===== src/design/suvm_pkg.sv =====
package suvm_pkg;

	localparam int SAMPLE_BITS = 16;
	localparam int NOW_BITS    = 64;
	localparam int FILTER_BITS = 40;
	localparam int CFG_IDX_BITS = 3;
	localparam int CFG_DATA_BITS = FILTER_BITS;

	localparam logic [SAMPLE_BITS-1:0] VSUP_FALL_RST = SAMPLE_BITS'(3500);
	localparam logic [SAMPLE_BITS-1:0] VSUP_RISE_RST = SAMPLE_BITS'(3850);
	localparam logic [SAMPLE_BITS-1:0] VCC_FALL_RST  = SAMPLE_BITS'(4250);
	localparam logic [SAMPLE_BITS-1:0] VCC_RISE_RST  = SAMPLE_BITS'(4400);
	localparam logic [SAMPLE_BITS-1:0] VIO_FALL_RST  = SAMPLE_BITS'(1300);
	localparam logic [SAMPLE_BITS-1:0] VIO_RISE_RST  = SAMPLE_BITS'(1560);
	localparam logic [FILTER_BITS-1:0] FILTER_RST    = FILTER_BITS'(100000000);

	// previous sample seed, nominal rail voltage
	localparam logic [SAMPLE_BITS-1:0] VCC_LAST_RST  = SAMPLE_BITS'(5000);
	localparam logic [SAMPLE_BITS-1:0] VIO_LAST_RST  = SAMPLE_BITS'(3300);

	typedef enum logic [CFG_IDX_BITS-1:0] {
		REG_VSUP_FALL = 3'd0,
		REG_VSUP_RISE = 3'd1,
		REG_VCC_FALL  = 3'd2,
		REG_VCC_RISE  = 3'd3,
		REG_VIO_FALL  = 3'd4,
		REG_VIO_RISE  = 3'd5,
		REG_FILTER    = 3'd6
	} reg_idx_t;

	typedef struct packed {
		logic [SAMPLE_BITS-1:0] vsup_mv;
		logic [SAMPLE_BITS-1:0] vcc_mv;
		logic [SAMPLE_BITS-1:0] vio_mv;
		logic [NOW_BITS-1:0]    now_ns;
		logic                   ack_pwron;
	} sample_t;

	typedef struct packed {
		logic vsup_uv;
		logic vcc_uv;
		logic vio_uv;
		logic power_on;
	} flags_t;

endpackage


===== src/design/suvm_vsup_lane.sv =====
module suvm_vsup_lane
	import suvm_pkg::*;
(
	input  logic                   clk,
	input  logic                   arst_n,
	input  logic                   take,
	input  logic [SAMPLE_BITS-1:0] sample_mv,
	input  logic                   ack,
	input  logic [SAMPLE_BITS-1:0] fall_mv,
	input  logic [SAMPLE_BITS-1:0] rise_mv,
	output logic                   low_next,
	output logic                   pwr_next
);

	logic low_q;
	logic pwr_q;
	logic pwr_acked;

	assign pwr_acked = ack ? 1'b0 : pwr_q;

	always_comb begin
		low_next = low_q;
		pwr_next = pwr_acked;
		if (!low_q) begin
			low_next = (sample_mv <= fall_mv);
		end else if (sample_mv > rise_mv) begin
			low_next = 1'b0;
			pwr_next = 1'b1;
		end
	end

	always_ff @(posedge clk or negedge arst_n) begin
		if (!arst_n) begin
			low_q <= 1'b0;
			pwr_q <= 1'b0;
		end else if (take) begin
			low_q <= low_next;
			pwr_q <= pwr_next;
		end
	end

endmodule


===== src/design/suvm_rail_lane.sv =====
module suvm_rail_lane
	import suvm_pkg::*;
#(
	parameter logic [SAMPLE_BITS-1:0] LAST_INIT = VCC_LAST_RST
) (
	input  logic                   clk,
	input  logic                   arst_n,
	input  logic                   take,
	input  logic [SAMPLE_BITS-1:0] sample_mv,
	input  logic [NOW_BITS-1:0]    now_ns,
	input  logic [SAMPLE_BITS-1:0] fall_mv,
	input  logic [SAMPLE_BITS-1:0] rise_mv,
	input  logic [FILTER_BITS-1:0] filter_ns,
	output logic                   low_next
);

	logic                   low_q;
	logic                   timing_q;
	logic [NOW_BITS-1:0]    start_q;
	logic [SAMPLE_BITS-1:0] last_q;

	logic                below;
	logic                above;
	logic                rising;
	logic [NOW_BITS-1:0] elapsed;
	logic                expired;

	assign below   = (sample_mv < fall_mv);
	assign above   = (sample_mv > rise_mv);
	assign rising  = (sample_mv > last_q);
	// modular elapsed time
	assign elapsed = now_ns - start_q;
	assign expired = timing_q
		? ({{(NOW_BITS-FILTER_BITS){1'b0}}, filter_ns} <= elapsed)
		: (filter_ns == '0);

	always_comb begin
		low_next = low_q;
		if (below) begin
			if (expired) begin
				low_next = 1'b1;
			end
		end else if (above) begin
			low_next = 1'b0;
		end
	end

	always_ff @(posedge clk or negedge arst_n) begin
		if (!arst_n) begin
			low_q    <= 1'b0;
			timing_q <= 1'b0;
			start_q  <= '0;
			last_q   <= LAST_INIT;
		end else if (take) begin
			low_q  <= low_next;
			last_q <= sample_mv;
			if (below) begin
				if (!timing_q) begin
					timing_q <= 1'b1;
					start_q  <= now_ns;
				end
			end else if (above || rising) begin
				timing_q <= 1'b0;
			end
		end
	end

endmodule


===== src/design/suvm_merge.sv =====
module suvm_merge
	import suvm_pkg::*;
(
	input  logic   clk,
	input  logic   arst_n,
	input  logic   take,
	input  logic   vsup_uv,
	input  logic   vcc_uv,
	input  logic   vio_uv,
	input  logic   power_on,
	input  logic   out_stall,
	output logic   busy,
	output logic   out_valid,
	output flags_t out_flags
);

	flags_t res;
	flags_t out_q;
	flags_t skid_q;
	logic   out_valid_q;
	logic   skid_valid_q;

	always_comb begin
		res.vsup_uv  = vsup_uv;
		res.vcc_uv   = vcc_uv;
		res.vio_uv   = vio_uv;
		res.power_on = power_on;
	end

	always_ff @(posedge clk or negedge arst_n) begin
		if (!arst_n) begin
			out_valid_q  <= 1'b0;
			skid_valid_q <= 1'b0;
		end else if (!out_valid_q || !out_stall) begin
			if (skid_valid_q) begin
				out_valid_q  <= 1'b1;
				skid_valid_q <= 1'b0;
			end else begin
				out_valid_q <= take;
			end
		end else if (take) begin
			skid_valid_q <= 1'b1;
		end
	end

	always_ff @(posedge clk) begin
		if (!out_valid_q || !out_stall) begin
			out_q <= skid_valid_q ? skid_q : res;
		end else if (take) begin
			skid_q <= res;
		end
	end

	assign busy      = skid_valid_q;
	assign out_valid = out_valid_q;
	assign out_flags = out_q;

endmodule


===== src/design/supply_undervoltage_monitor_top.sv =====
// the flag result is registered and shows in the cycle after the sample transfer when the output is free
// throughput: one sample per cycle while sample_stall is low, state update of all rails done in that cycle
// a stalled result lets one more sample transfer into a second entry, then input stalls
// reset: arst_n asynchronous active low, clears lane flags, timers and buffer valid bits,
// thresholds and filter time return to their default values
module supply_undervoltage_monitor_top
	import suvm_pkg::*;
(
	input  logic                     clk,
	input  logic                     arst_n,
	input  logic                     sample_valid,
	output logic                     sample_stall,
	input  sample_t                  sample,
	output logic                     flag_valid,
	input  logic                     flag_stall,
	output flags_t                   flags,
	input  logic                     cfg_valid,
	output logic                     cfg_ready,
	input  logic [CFG_IDX_BITS-1:0]  cfg_index,
	input  logic [CFG_DATA_BITS-1:0] cfg_data
);

	logic [SAMPLE_BITS-1:0] vsup_fall_q;
	logic [SAMPLE_BITS-1:0] vsup_rise_q;
	logic [SAMPLE_BITS-1:0] vcc_fall_q;
	logic [SAMPLE_BITS-1:0] vcc_rise_q;
	logic [SAMPLE_BITS-1:0] vio_fall_q;
	logic [SAMPLE_BITS-1:0] vio_rise_q;
	logic [FILTER_BITS-1:0] filter_q;

	logic take;
	logic busy;
	logic vsup_uv;
	logic pwr;
	logic vcc_uv;
	logic vio_uv;

	assign cfg_ready    = 1'b1;
	assign sample_stall = busy;
	assign take         = sample_valid && !busy;

	always_ff @(posedge clk or negedge arst_n) begin
		if (!arst_n) begin
			vsup_fall_q <= VSUP_FALL_RST;
			vsup_rise_q <= VSUP_RISE_RST;
			vcc_fall_q  <= VCC_FALL_RST;
			vcc_rise_q  <= VCC_RISE_RST;
			vio_fall_q  <= VIO_FALL_RST;
			vio_rise_q  <= VIO_RISE_RST;
			filter_q    <= FILTER_RST;
		end else if (cfg_valid && cfg_ready) begin
			unique case (reg_idx_t'(cfg_index))
				REG_VSUP_FALL: vsup_fall_q <= cfg_data[SAMPLE_BITS-1:0];
				REG_VSUP_RISE: vsup_rise_q <= cfg_data[SAMPLE_BITS-1:0];
				REG_VCC_FALL:  vcc_fall_q  <= cfg_data[SAMPLE_BITS-1:0];
				REG_VCC_RISE:  vcc_rise_q  <= cfg_data[SAMPLE_BITS-1:0];
				REG_VIO_FALL:  vio_fall_q  <= cfg_data[SAMPLE_BITS-1:0];
				REG_VIO_RISE:  vio_rise_q  <= cfg_data[SAMPLE_BITS-1:0];
				REG_FILTER:    filter_q    <= cfg_data[FILTER_BITS-1:0];
				default: ;
			endcase
		end
	end

	suvm_vsup_lane u_vsup (
		.clk       (clk),
		.arst_n    (arst_n),
		.take      (take),
		.sample_mv (sample.vsup_mv),
		.ack       (sample.ack_pwron),
		.fall_mv   (vsup_fall_q),
		.rise_mv   (vsup_rise_q),
		.low_next  (vsup_uv),
		.pwr_next  (pwr)
	);

	suvm_rail_lane #(
		.LAST_INIT (VCC_LAST_RST)
	) u_vcc (
		.clk       (clk),
		.arst_n    (arst_n),
		.take      (take),
		.sample_mv (sample.vcc_mv),
		.now_ns    (sample.now_ns),
		.fall_mv   (vcc_fall_q),
		.rise_mv   (vcc_rise_q),
		.filter_ns (filter_q),
		.low_next  (vcc_uv)
	);

	suvm_rail_lane #(
		.LAST_INIT (VIO_LAST_RST)
	) u_vio (
		.clk       (clk),
		.arst_n    (arst_n),
		.take      (take),
		.sample_mv (sample.vio_mv),
		.now_ns    (sample.now_ns),
		.fall_mv   (vio_fall_q),
		.rise_mv   (vio_rise_q),
		.filter_ns (filter_q),
		.low_next  (vio_uv)
	);

	suvm_merge u_merge (
		.clk       (clk),
		.arst_n    (arst_n),
		.take      (take),
		.vsup_uv   (vsup_uv),
		.vcc_uv    (vcc_uv),
		.vio_uv    (vio_uv),
		.power_on  (pwr),
		.out_stall (flag_stall),
		.busy      (busy),
		.out_valid (flag_valid),
		.out_flags (flags)
	);

endmodule


===== config.mk =====
export PLATFORM = sky130hd
export DESIGN_NAME = supply_undervoltage_monitor_top
export DESIGN_NICKNAME = d
export VERILOG_FILES = /design/src/design/suvm_pkg.sv /design/src/design/suvm_vsup_lane.sv /design/src/design/suvm_rail_lane.sv /design/src/design/suvm_merge.sv /design/src/design/supply_undervoltage_monitor_top.sv
export SDC_FILE = /design/constraint.sdc
export NUM_CORES = 1
export LEC_CHECK = 0
export ABC_AREA = 0
export BUFFER_PORTS_ARGS = -buffer_cell sky130_fd_sc_hd__buf_2
export CAP_MARGIN = 20
export CORE_MARGIN = 2
export CORE_UTILIZATION = 63
export CTS_BUF_LIST = sky130_fd_sc_hd__clkbuf_16
export CTS_CLUSTER_DIAMETER = 40
export CTS_CLUSTER_SIZE = 14
export DETAILED_ROUTE_END_ITERATION = 6
export HOLD_SLACK_MARGIN = 0.03
export PLACE_DENSITY = 0.83
export SLEW_MARGIN = 20
export SYNTH_ARGS = -nofsm -noshare
export SYNTH_HDL_FRONTEND = slang
export SYNTH_SLANG_ARGS = --single-unit

===== constraint.sdc =====
create_clock -name clk -period 6.2 [get_ports clk]
set_input_delay 0.93 -clock clk [delete_from_list [all_inputs] [get_ports clk]]
set_output_delay 0.93 -clock clk [all_outputs]
set_load 0.005 [all_outputs]

==> results.json, run 1 <==
{
  "grt_first_pass_wirelength_mm": 124,
  "swShare": 0.459,
  "routabilityCongestion": 0.980,
  "synth_top_cell_area_share": 0.250,
  "synth_edf_count": 8,
  "hpwl_mm": 61.0,
  "synth_fp_nets": 3430,
  "arrival_ns": 6.21,
  "drtIter0Drc": 1812,
  "r2r_start": "u_vcc.start_q[4]",
  "setup_ws_ns": 0.335,
  "cts_buffers": 54,
  "utilization": 0.721,
  "yosysTopAreaCell": "dfrtp_1",
  "synth_area_per_cell_um2": 8.58,
  "leakagePower_nw": 13.3,
  "start_util": 0.637,
  "final_cells": 3682,
  "root_buffer": "clkbuf_16",
  "hold_violations": 0,
  "synth.cell_area_um2": 25200,
  "cts.sinks": 312,
  "die_w_um": 204,
  "clock_path_buffers": 3,
  "antenna_found_initial": 6,
  "vias": 23082,
  "postLayoutCellArea_um2": 28500,
  "htreeDepth": 2,
  "drt_wl_total_mm": 78.1,
  "crit_chain": "buf_2 > ha_1 > nand4_1 > a2111oi_2 > o311ai_1 > buf_4 > a211oi_1 > or2_2 > a41oi_1 > xor2_1 > ha_1 > nand4_1 > nor2_1 > nand4_1 > o2111a_1 > o211ai_1 > nor4bb_1 > and4b_1 > o211ai_1 > nor4_1 > nand4_1 > o31ai_2 > buf_4 > a31oi_1",
  "cpPeakStageDelay_ns": 0.59,
  "relSlewSlack": 0.264,
  "combPwrFrac": 0.586,
  "power_frac_seq": 0.214,
  "fmax_ghz": 0.171,
  "tritoncts": "built",
  "core-area_um2": 39500,
  "max_cap_viol_count": 0,
  "cts.reportedPaths.clkPinSlew_ns": 0.06,
  "wl_met2_mm": 35.6,
  "io_buffers": 166,
  "p_sw_mw": 6.74,
  "netlist_instances": 2935,
  "critPathRequiredTime_ns": 6.54,
  "clkPwrFrac": 0.200,
  "gr-total-overflow": 0,
  "die_area_um2": 41600,
  "vias_per_cell": 6.27,
  "slowest_stage": "a211oi_1",
  "grt_pass1_vias": 22985,
  "outcome": "complete, but fails checks",
  "synth-warning-count": 0,
  "ys_async_sr_fraction": 0.974,
  "yosys-top-cells-area": "dfrtp_1, ha_1, mux2_2",
  "wirelength_met1_mm": 33.4,
  "wl_met3_mm": 5.19,
  "worstSetupPathType": "input port to flop",
  "cts_hold_buf": 0,
  "whs_ns": 0.337,
  "clk_latency_ns": 0.60,
  "violations": "DRC",
  "post_drt_wl_per_cell_um": 21.2,
  "synth-seq-area-share": 0.314,
  "drv_slew": 0,
  "ys_dominant_reg_cell": "dfrtp_1",
  "drive_gt1_frac": 0.172,
  "dp_slack_ns": -0.100,
  "setup_viol": 0,
  "yosysUniqueCellTypes": 95,
  "critical_path.most_common_cell": "nand4_1",
  "die_h_um": 204,
  "routed.top_layer": "met4",
  "drt_pass1_iterations": 7,
  "synthTopCellsByCount": "nand2_1, ha_1, inv_1",
  "crit_fanout": 6,
  "dp_cells": 3575,
  "intPower_mw": 7.95,
  "place_area_um2": 26700,
  "startpoint": "sample[13]",
  "ir_worst_vdd_uv": 327,
  "ant_nets": 0,
  "period_minus_slack_ns": 5.86,
  "reg2reg_depth": 25,
  "clock_skew_ns": 0.0380,
  "end_kind": "flop",
  "p_per_area_nw_per_um2": 515,
  "post-synth-top-count-cell": "nand2_1",
  "cp-start-kind": "input port",
  "grt_max_degree": 140,
  "worst_pin_slew_ns": 1.10,
  "rsz0062_at_grt": "no",
  "grtUsageTotal": 0.379,
  "ioPinCount": 168,
  "hold_path.class": "input port to async pin",
  "period_share": 0.946,
  "layout.nets": 3602,
  "num_rows": 73,
  "ys_ff_latch": 312,
  "area_growth_pct": 13.3,
  "drc": 3
}
## critical path: cells and delay by family
kind,cells,cell delay (ns)
adders and majority gates,2,0.72
and+or+nand+nor,9,1.72
AOI/OAI and AO/OA,9,2.16
xor gates and xnor gates,1,0.18
buffers and inverters,3,0.48
## layout by cell type, fill, tap and decap left out, drive strengths merged, types with 15 or more instances in the layout
master / n
nand2: 342
ha: 332
inv: 318
o21ai: 302
dfrtp: 251
a21oi: 232
buf: 219
mux2: 147
nor2: 134
nand4: 101
a21o: 82
xnor2: 57
clkbuf: 54
dfstp: 53
nor3: 47
xor2: 40
nand3: 32
nor2b: 32
o21a: 31
nand2b: 27
nor4: 25
o21bai: 24
clkinv: 22
a211oi: 19
o211ai: 19
o31ai: 15
## worst paths after layout
path                            slack [ns]                   end
worst min register to register        0.48          u_vsup.pwr_q
worst max-delay path                  0.34  u_merge.out_flags[2]
max in group asynchronous             4.42          filter_q[27]
worst min-delay path                  0.34       u_vio.last_q[3]
worst max register to register        0.40  u_merge.out_flags[2]
min in group clk                      0.48          u_vsup.pwr_q
## registers in the layout (all words and copies together), names as in the netlist
signal             count
vio_rise_q            16
u_vio.start_q         64
u_vio.low_q            1
vio_fall_q            16
vsup_fall_q           16
filter_q              40
u_merge.skid_q         4
u_merge.busy           1
u_vio.last_q          16
u_vcc.low_q            1
vcc_fall_q            16
vsup_rise_q           16
u_merge.out_valid      1
u_vcc.start_q         64
u_vcc.timing_q         1
u_vio.timing_q         1
u_vcc.last_q          16
vcc_rise_q            16
u_vsup.pwr_q           1
u_merge.out_flags      4
u_vsup.low_q           1
## layout make-up
type                    instances  area, um^2
inverters                     300        1130
clock buffers                  54        1350
diodes                          5        12.5
flip-flops and latches        312        7910
clock inverters                47         444
fillers                      3024       11000
repair buffers                219        1260
well taps                     525         657
multi-input cells            2220       15800
## routing by layer
metal,global-route usage,up-vias
li1,-,10848
met1,0.499,11039
met2,0.612,968
met3,0.0592,227
met4,0.180,0
met5,0,-
## metrics by stage
stage | power [mW] | setup TNS (ns)
after CTS | 14.5 | 0
after global routing | 15.8 | 0
after detailed placement | 11.5 | -0.248
after floorplan | 9.15 | 0
after global placement | 11.2 | 0
final | 14.7 | 0
## kinds of logic after synthesis
| logic type | Yosys count | synth area share |
|---|---|---|
| multiplexers | 152 | 0.0679 |
| AO/OA/AOI/OAI | 827 | 0.202 |
| other | 1 | 0.000149 |
| flip-flops | 312 | 0.314 |
| AND/OR/NAND/NOR | 809 | 0.154 |
| adder cells (fa/ha/maj) | 334 | 0.167 |
| XOR/XNOR | 97 | 0.0337 |
| buffers and inverters | 403 | 0.0615 |
## power groups by stage
stage	Sequential [mW]	Clock [mW]	Combinational, mW
6_report	3.14	2.94	8.60
5_1_grt	3.20	3.05	9.53
4_1_cts	3.14	2.97	8.43
3_5_place_dp	3.16	0	8.32
3_3_place_gp	3.12	0	8.11
2_1_floorplan	3.01	0	6.14
## what timing repair did
action / in CTS / in global routing
hold endpoints to repair: 0 / 0
resized for setup: 0 / 1
setup endpoints to repair: 0 / 3
buffers inserted: 0 / 1
No activity file was read; power rests on OpenSTA's default activity.
==> inputs of run 2 (changes only) <==
--- a/config.mk
+++ b/config.mk
@@ -8,14 +8,14 @@
 export ABC_AREA = 0
 export BUFFER_PORTS_ARGS = -buffer_cell sky130_fd_sc_hd__buf_2
 export CAP_MARGIN = 20
+export CORE_ASPECT_RATIO = 2
 export CORE_MARGIN = 2
-export CORE_UTILIZATION = 63
+export CORE_UTILIZATION = 45
 export CTS_BUF_LIST = sky130_fd_sc_hd__clkbuf_16
 export CTS_CLUSTER_DIAMETER = 40
 export CTS_CLUSTER_SIZE = 14
 export DETAILED_ROUTE_END_ITERATION = 6
 export HOLD_SLACK_MARGIN = 0.03
-export PLACE_DENSITY = 0.83
 export SLEW_MARGIN = 20
 export SYNTH_ARGS = -nofsm -noshare
 export SYNTH_HDL_FRONTEND = slang
==> results.json, run 2 (synthesis results as in run 1) <==
{
  "cts.reportedPaths.clkPinSlew_ns": 0.07,
  "drt_wl_total_mm": 92.4,
  "ant_nets": 0,
  "leakagePower_nw": 13.3,
  "post_drt_wl_per_cell_um": 23.6,
  "end_kind": "flop",
  "vias_per_cell": 5.83,
  "grt_first_pass_wirelength_mm": 137,
  "cts.sinks": 312,
  "utilization": 0.517,
  "cp-start-kind": "input port",
  "cts_hold_buf": 0,
  "rsz0062_at_grt": "no",
  "grt_pass1_vias": 23332,
  "nFillCells": 5347,
  "core-area_um2": 55300,
  "vias": 22815,
  "grt_max_degree": 146,
  "whs_ns": 0.380,
  "tritoncts": "built",
  "io_buffers": 166,
  "cpPeakStageDelay_ns": 0.35,
  "root_buffer": "clkbuf_16",
  "die_area_um2": 58000,
  "num_rows": 122,
  "routabilityCongestion": 0.997,
  "die_w_um": 171,
  "p_per_area_nw_per_um2": 509,
  "crit_fanout": 3,
  "drive_gt1_frac": 0.177,
  "slowest_stage": "or3_1",
  "critPathRequiredTime_ns": 6.51,
  "outcome": "complete, no violations",
  "area_growth_pct": 13.5,
  "worst_pin_slew_ns": 1.15,
  "fmax_ghz": 0.169,
  "crit_buf_inv": 4,
  "dp_slack_ns": -0.389,
  "p_total_mw": 14.5,
  "reg_top3": "u_vcc.start_q: 64 flops, u_vio.start_q: 64 flops, filter_q: 40 flops",
  "setup_viol": 0,
  "hpwl_mm": 76.6,
  "relSlewSlack": 0.213,
  "htreeDepth": 2,
  "period_minus_slack_ns": 5.90,
  "layout.nets": 3636,
  "hold_violations": 0,
  "final_common_cell": "nand2_1",
  "arrival_ns": 6.21,
  "worstSetupPathType": "input port to flop",
  "drtIter0Drc": 1344,
  "drv_slew": 0,
  "die_h_um": 338,
  "start_util": 0.456,
  "gr-total-overflow": 0,
  "ioPinCount": 168,
  "antenna_found_initial": 4,
  "setup_ws_ns": 0.299,
  "ir_worst_vdd_uv": 319,
  "cts_buffers": 37,
  "max_cap_viol_count": 0,
  "clock_path_buffers": 3,
  "fin_tns_setup_ns": 0,
  "drt_pass1_iterations": 5,
  "hold_path.class": "input port to async pin",
  "drc": 0,
  "clk_latency_ns": 0.57,
  "critPathTopFamily": "compound AO/OA/AOI/OAI gates",
  "clock_skew_ns": 0.0181,
  "grtUsageTotal": 0.317,
  "period_share": 0.952,
  "final_cell_mix": "nand2_1, ha_1, inv_1"
}
==> run 2: cell count changes in the layout (fill, tap and decap cells not counted), sizes merged <==
cell    change
buf        +51
clkbuf     -17
clkinv     -14
diode       -4
bufinv      -1
inv         -1
==> run 2: area by class of cell <==
| cell class | instances | area (um^2) | share of cell area |
|---|---|---|---|
| well taps | 744 | 931 | 0.0326 |
| multi-input cells | 2220 | 15800 | 0.552 |
| repair buffers | 270 | 1630 | 0.0572 |
| clock inverters | 31 | 279 | 0.00976 |
| flip-flops and latches | 312 | 7910 | 0.277 |
| clock buffers | 37 | 926 | 0.0324 |
| diodes | 1 | 2.50 | 0.0000876 |
| inverters | 300 | 1130 | 0.0394 |
==> run 2: worst paths after layout <==
check / slack [ns] / depth (start not counted) / start / endpoint
min in group clk: 0.49 / 1 / u_vio.start_q[45] / u_vio.start_q[45]
max: 0.30 / 30 / sample[1] / u_merge.out_flags[2]
max in group asynchronous: 4.41 / 2 / arst_n / u_vcc.start_q[61]
max reg2reg: 0.47 / 28 / u_vio.start_q[1] / u_merge.out_flags[1]
min reg2reg: 0.49 / 1 / u_vio.start_q[45] / u_vio.start_q[45]
min: 0.38 / 1 / arst_n / u_vio.last_q[3]
==> run 2: stage by stage <==
stage,instance area (um^2),std cells
2_1_floorplan,25200,2935
3_3_place_gp,27400,3846
3_5_place_dp,27400,3846
4_1_cts,28600,3914
5_1_grt,28600,3915
6_report,28600,3915
==> run 2: repair_timing <==
| item | 4_1_cts | 5_1_grt |
|---|---|---|
| gates resized for setup | 0 | 5 |
| setup endpoints to repair | 0 | 4 |
| setup buffers | 0 | 0 |
==> run 2: metal layers <==
| layer | wire length [um] | global-route usage |
|---|---|---|
| met3 | 3680 | 0.0399 |
| met4 | 10300 | 0.288 |
| met5 | 41 | 0 |
| met1 | 29400 | 0.285 |
| met2 | 49000 | 0.596 |
==> run 2: where the power goes <==
| part | internal [mW] | switching, mW |
|---|---|---|
| clock | 1.21 | 0.976 |
| combinational | 3.62 | 5.56 |
| sequential | 2.76 | 0.414 |
==> inputs of run 3 (changes only) <==
--- a/config.mk
+++ b/config.mk
@@ -10,7 +10,7 @@
 export CAP_MARGIN = 20
 export CORE_ASPECT_RATIO = 2
 export CORE_MARGIN = 2
-export CORE_UTILIZATION = 45
+export CORE_UTILIZATION = 40
 export CTS_BUF_LIST = sky130_fd_sc_hd__clkbuf_16
 export CTS_CLUSTER_DIAMETER = 40
 export CTS_CLUSTER_SIZE = 14
==> results.json, run 3 (synthesis results as in run 1) <==
{
  "outcome": "complete, no violations",
  "grtUsageTotal": 0.243,
  "final_common_cell": "nand2_1",
  "fmax_ghz": 0.174,
  "worstSetupPathType": "input port to flop",
  "cts.reportedPaths.clkPinSlew_ns": 0.06,
  "reg_top3": "u_vcc.start_q: 64 flops, u_vio.start_q: 64 flops, filter_q: 40 flops",
  "cts_buffers": 43,
  "period_minus_slack_ns": 5.74,
  "cpPeakStageDelay_ns": 0.36,
  "layout.nets": 3631,
  "area_growth_pct": 14.5,
  "drv_slew": 0,
  "max_cap_viol_count": 0,
  "dp_slack_ns": -0.226,
  "tritoncts": "built",
  "slowest_stage": "or3_1",
  "core-area_um2": 62500,
  "hpwl_mm": 63.8,
  "start_util": 0.403,
  "clk_latency_ns": 0.59,
  "critPathRequiredTime_ns": 6.52,
  "grt_first_pass_wirelength_mm": 124,
  "grt_pass1_vias": 21805,
  "gr-total-overflow": 0,
  "r2r_start": "u_vio.start_q[0]",
  "leakagePower_nw": 13.4,
  "htreeDepth": 2,
  "whs_ns": 0.258,
  "die_h_um": 359,
  "num_rows": 130,
  "setup_ws_ns": 0.457,
  "rsz0062_at_grt": "no",
  "crit_fanout": 4,
  "vias_per_cell": 5.58,
  "hold_path.class": "input port to async pin",
  "antenna_found_initial": 6,
  "drc": 0,
  "grt_max_degree": 139,
  "ant_nets": 0,
  "worst_pin_slew_ns": 0.960,
  "drtIter0Drc": 1704,
  "reg2reg_depth": 23,
  "reg2reg_to": "u_merge.out_flags[1]",
  "startpoint": "sample[1]",
  "die_area_um2": 65100,
  "seq_area_um2": 7910,
  "die_w_um": 181,
  "io_buffers": 166,
  "end_kind": "flop",
  "drive_gt1_frac": 0.177,
  "clock_path_buffers": 3,
  "arrival_ns": 6.06,
  "ir_worst_vdd_uv": 312,
  "cp-start-kind": "input port",
  "setup_viol": 0,
  "drt_pass1_iterations": 5,
  "cts_hold_buf": 0,
  "final_cell_mix": "nand2_1, ha_1, inv_1",
  "rrSetupSlack_ns": 0.58,
  "relSlewSlack": 0.356,
  "clock_skew_ns": 0.0245,
  "root_buffer": "clkbuf_16",
  "cts.sinks": 312,
  "multiInputGateArea_um2": 15800,
  "ioPinCount": 168,
  "routabilityCongestion": 0.959,
  "p_total_mw": 14.4,
  "vias": 22120,
  "utilization": 0.461,
  "period_share": 0.926,
  "post_drt_wl_per_cell_um": 20.0,
  "nFillCells": 6263,
  "p_per_area_nw_per_um2": 499,
  "drt_wl_total_mm": 79.3,
  "hold_violations": 0
}
-- run 3: area by class of cell --
| class | count | share of cell area |
|---|---|---|
| clock inverters | 36 | 0.0134 |
| flip-flops and latches | 312 | 0.275 |
| repair buffers | 259 | 0.0538 |
| inverters | 300 | 0.0391 |
| clock buffers | 43 | 0.0373 |
| multi-input cells | 2220 | 0.547 |
| well taps | 792 | 0.0344 |
| diodes | 5 | 0.000434 |
-- run 3: how the worst max path moves through the flow --
stage                     slack [ns]              endpoint
after floorplan                 0.72  u_merge.out_flags[1]
after global placement         -0.09  u_merge.out_flags[1]
after detailed placement       -0.23  u_merge.out_flags[1]
after CTS                       0.37  u_merge.out_flags[1]
after global routing            0.04  u_merge.out_flags[2]
final                           0.46  u_merge.out_flags[2]
-- run 3: where the power goes --
group	internal, mW	total, mW	switching (mW)
clock	1.47	2.52	1.05
combinational	3.58	8.74	5.16
sequential	2.76	3.13	0.366
total	7.81	14.4	6.57
-- run 3: worst max-delay path: cells and delay by family --
kind,cells,cell delay (ns)
compound gates,11,2.17
buf+inv,3,0.39
simple gates,11,1.74
xor+xnor,1,0.16
fa+ha+maj,3,0.64
-- run 3: timing repair --
item / 4_1_cts / 5_1_grt
setup buffers: 0 / 1
gates resized for setup: 0 / 3
endpoints found under the setup margin: 0 / 4
-- run 3: routing by layer --
metal,global-route usage,up-vias,part of all wire
met4,0.106,4,0.047
met1,0.315,10503,0.44
li1,-,10881,-
met5,0,-,0.00026
met3,0.0298,148,0.044
met2,0.409,584,0.47
-- run 3: metrics by stage --
step	TNS [ns]	cell area, um^2	std cells
global route	0	28800	3964
finish	0	28800	3967
detailed placement	-0.973	27300	3882
CTS	0	28800	3961
floorplan	0	25200	2935
global placement	-0.159	27300	3882
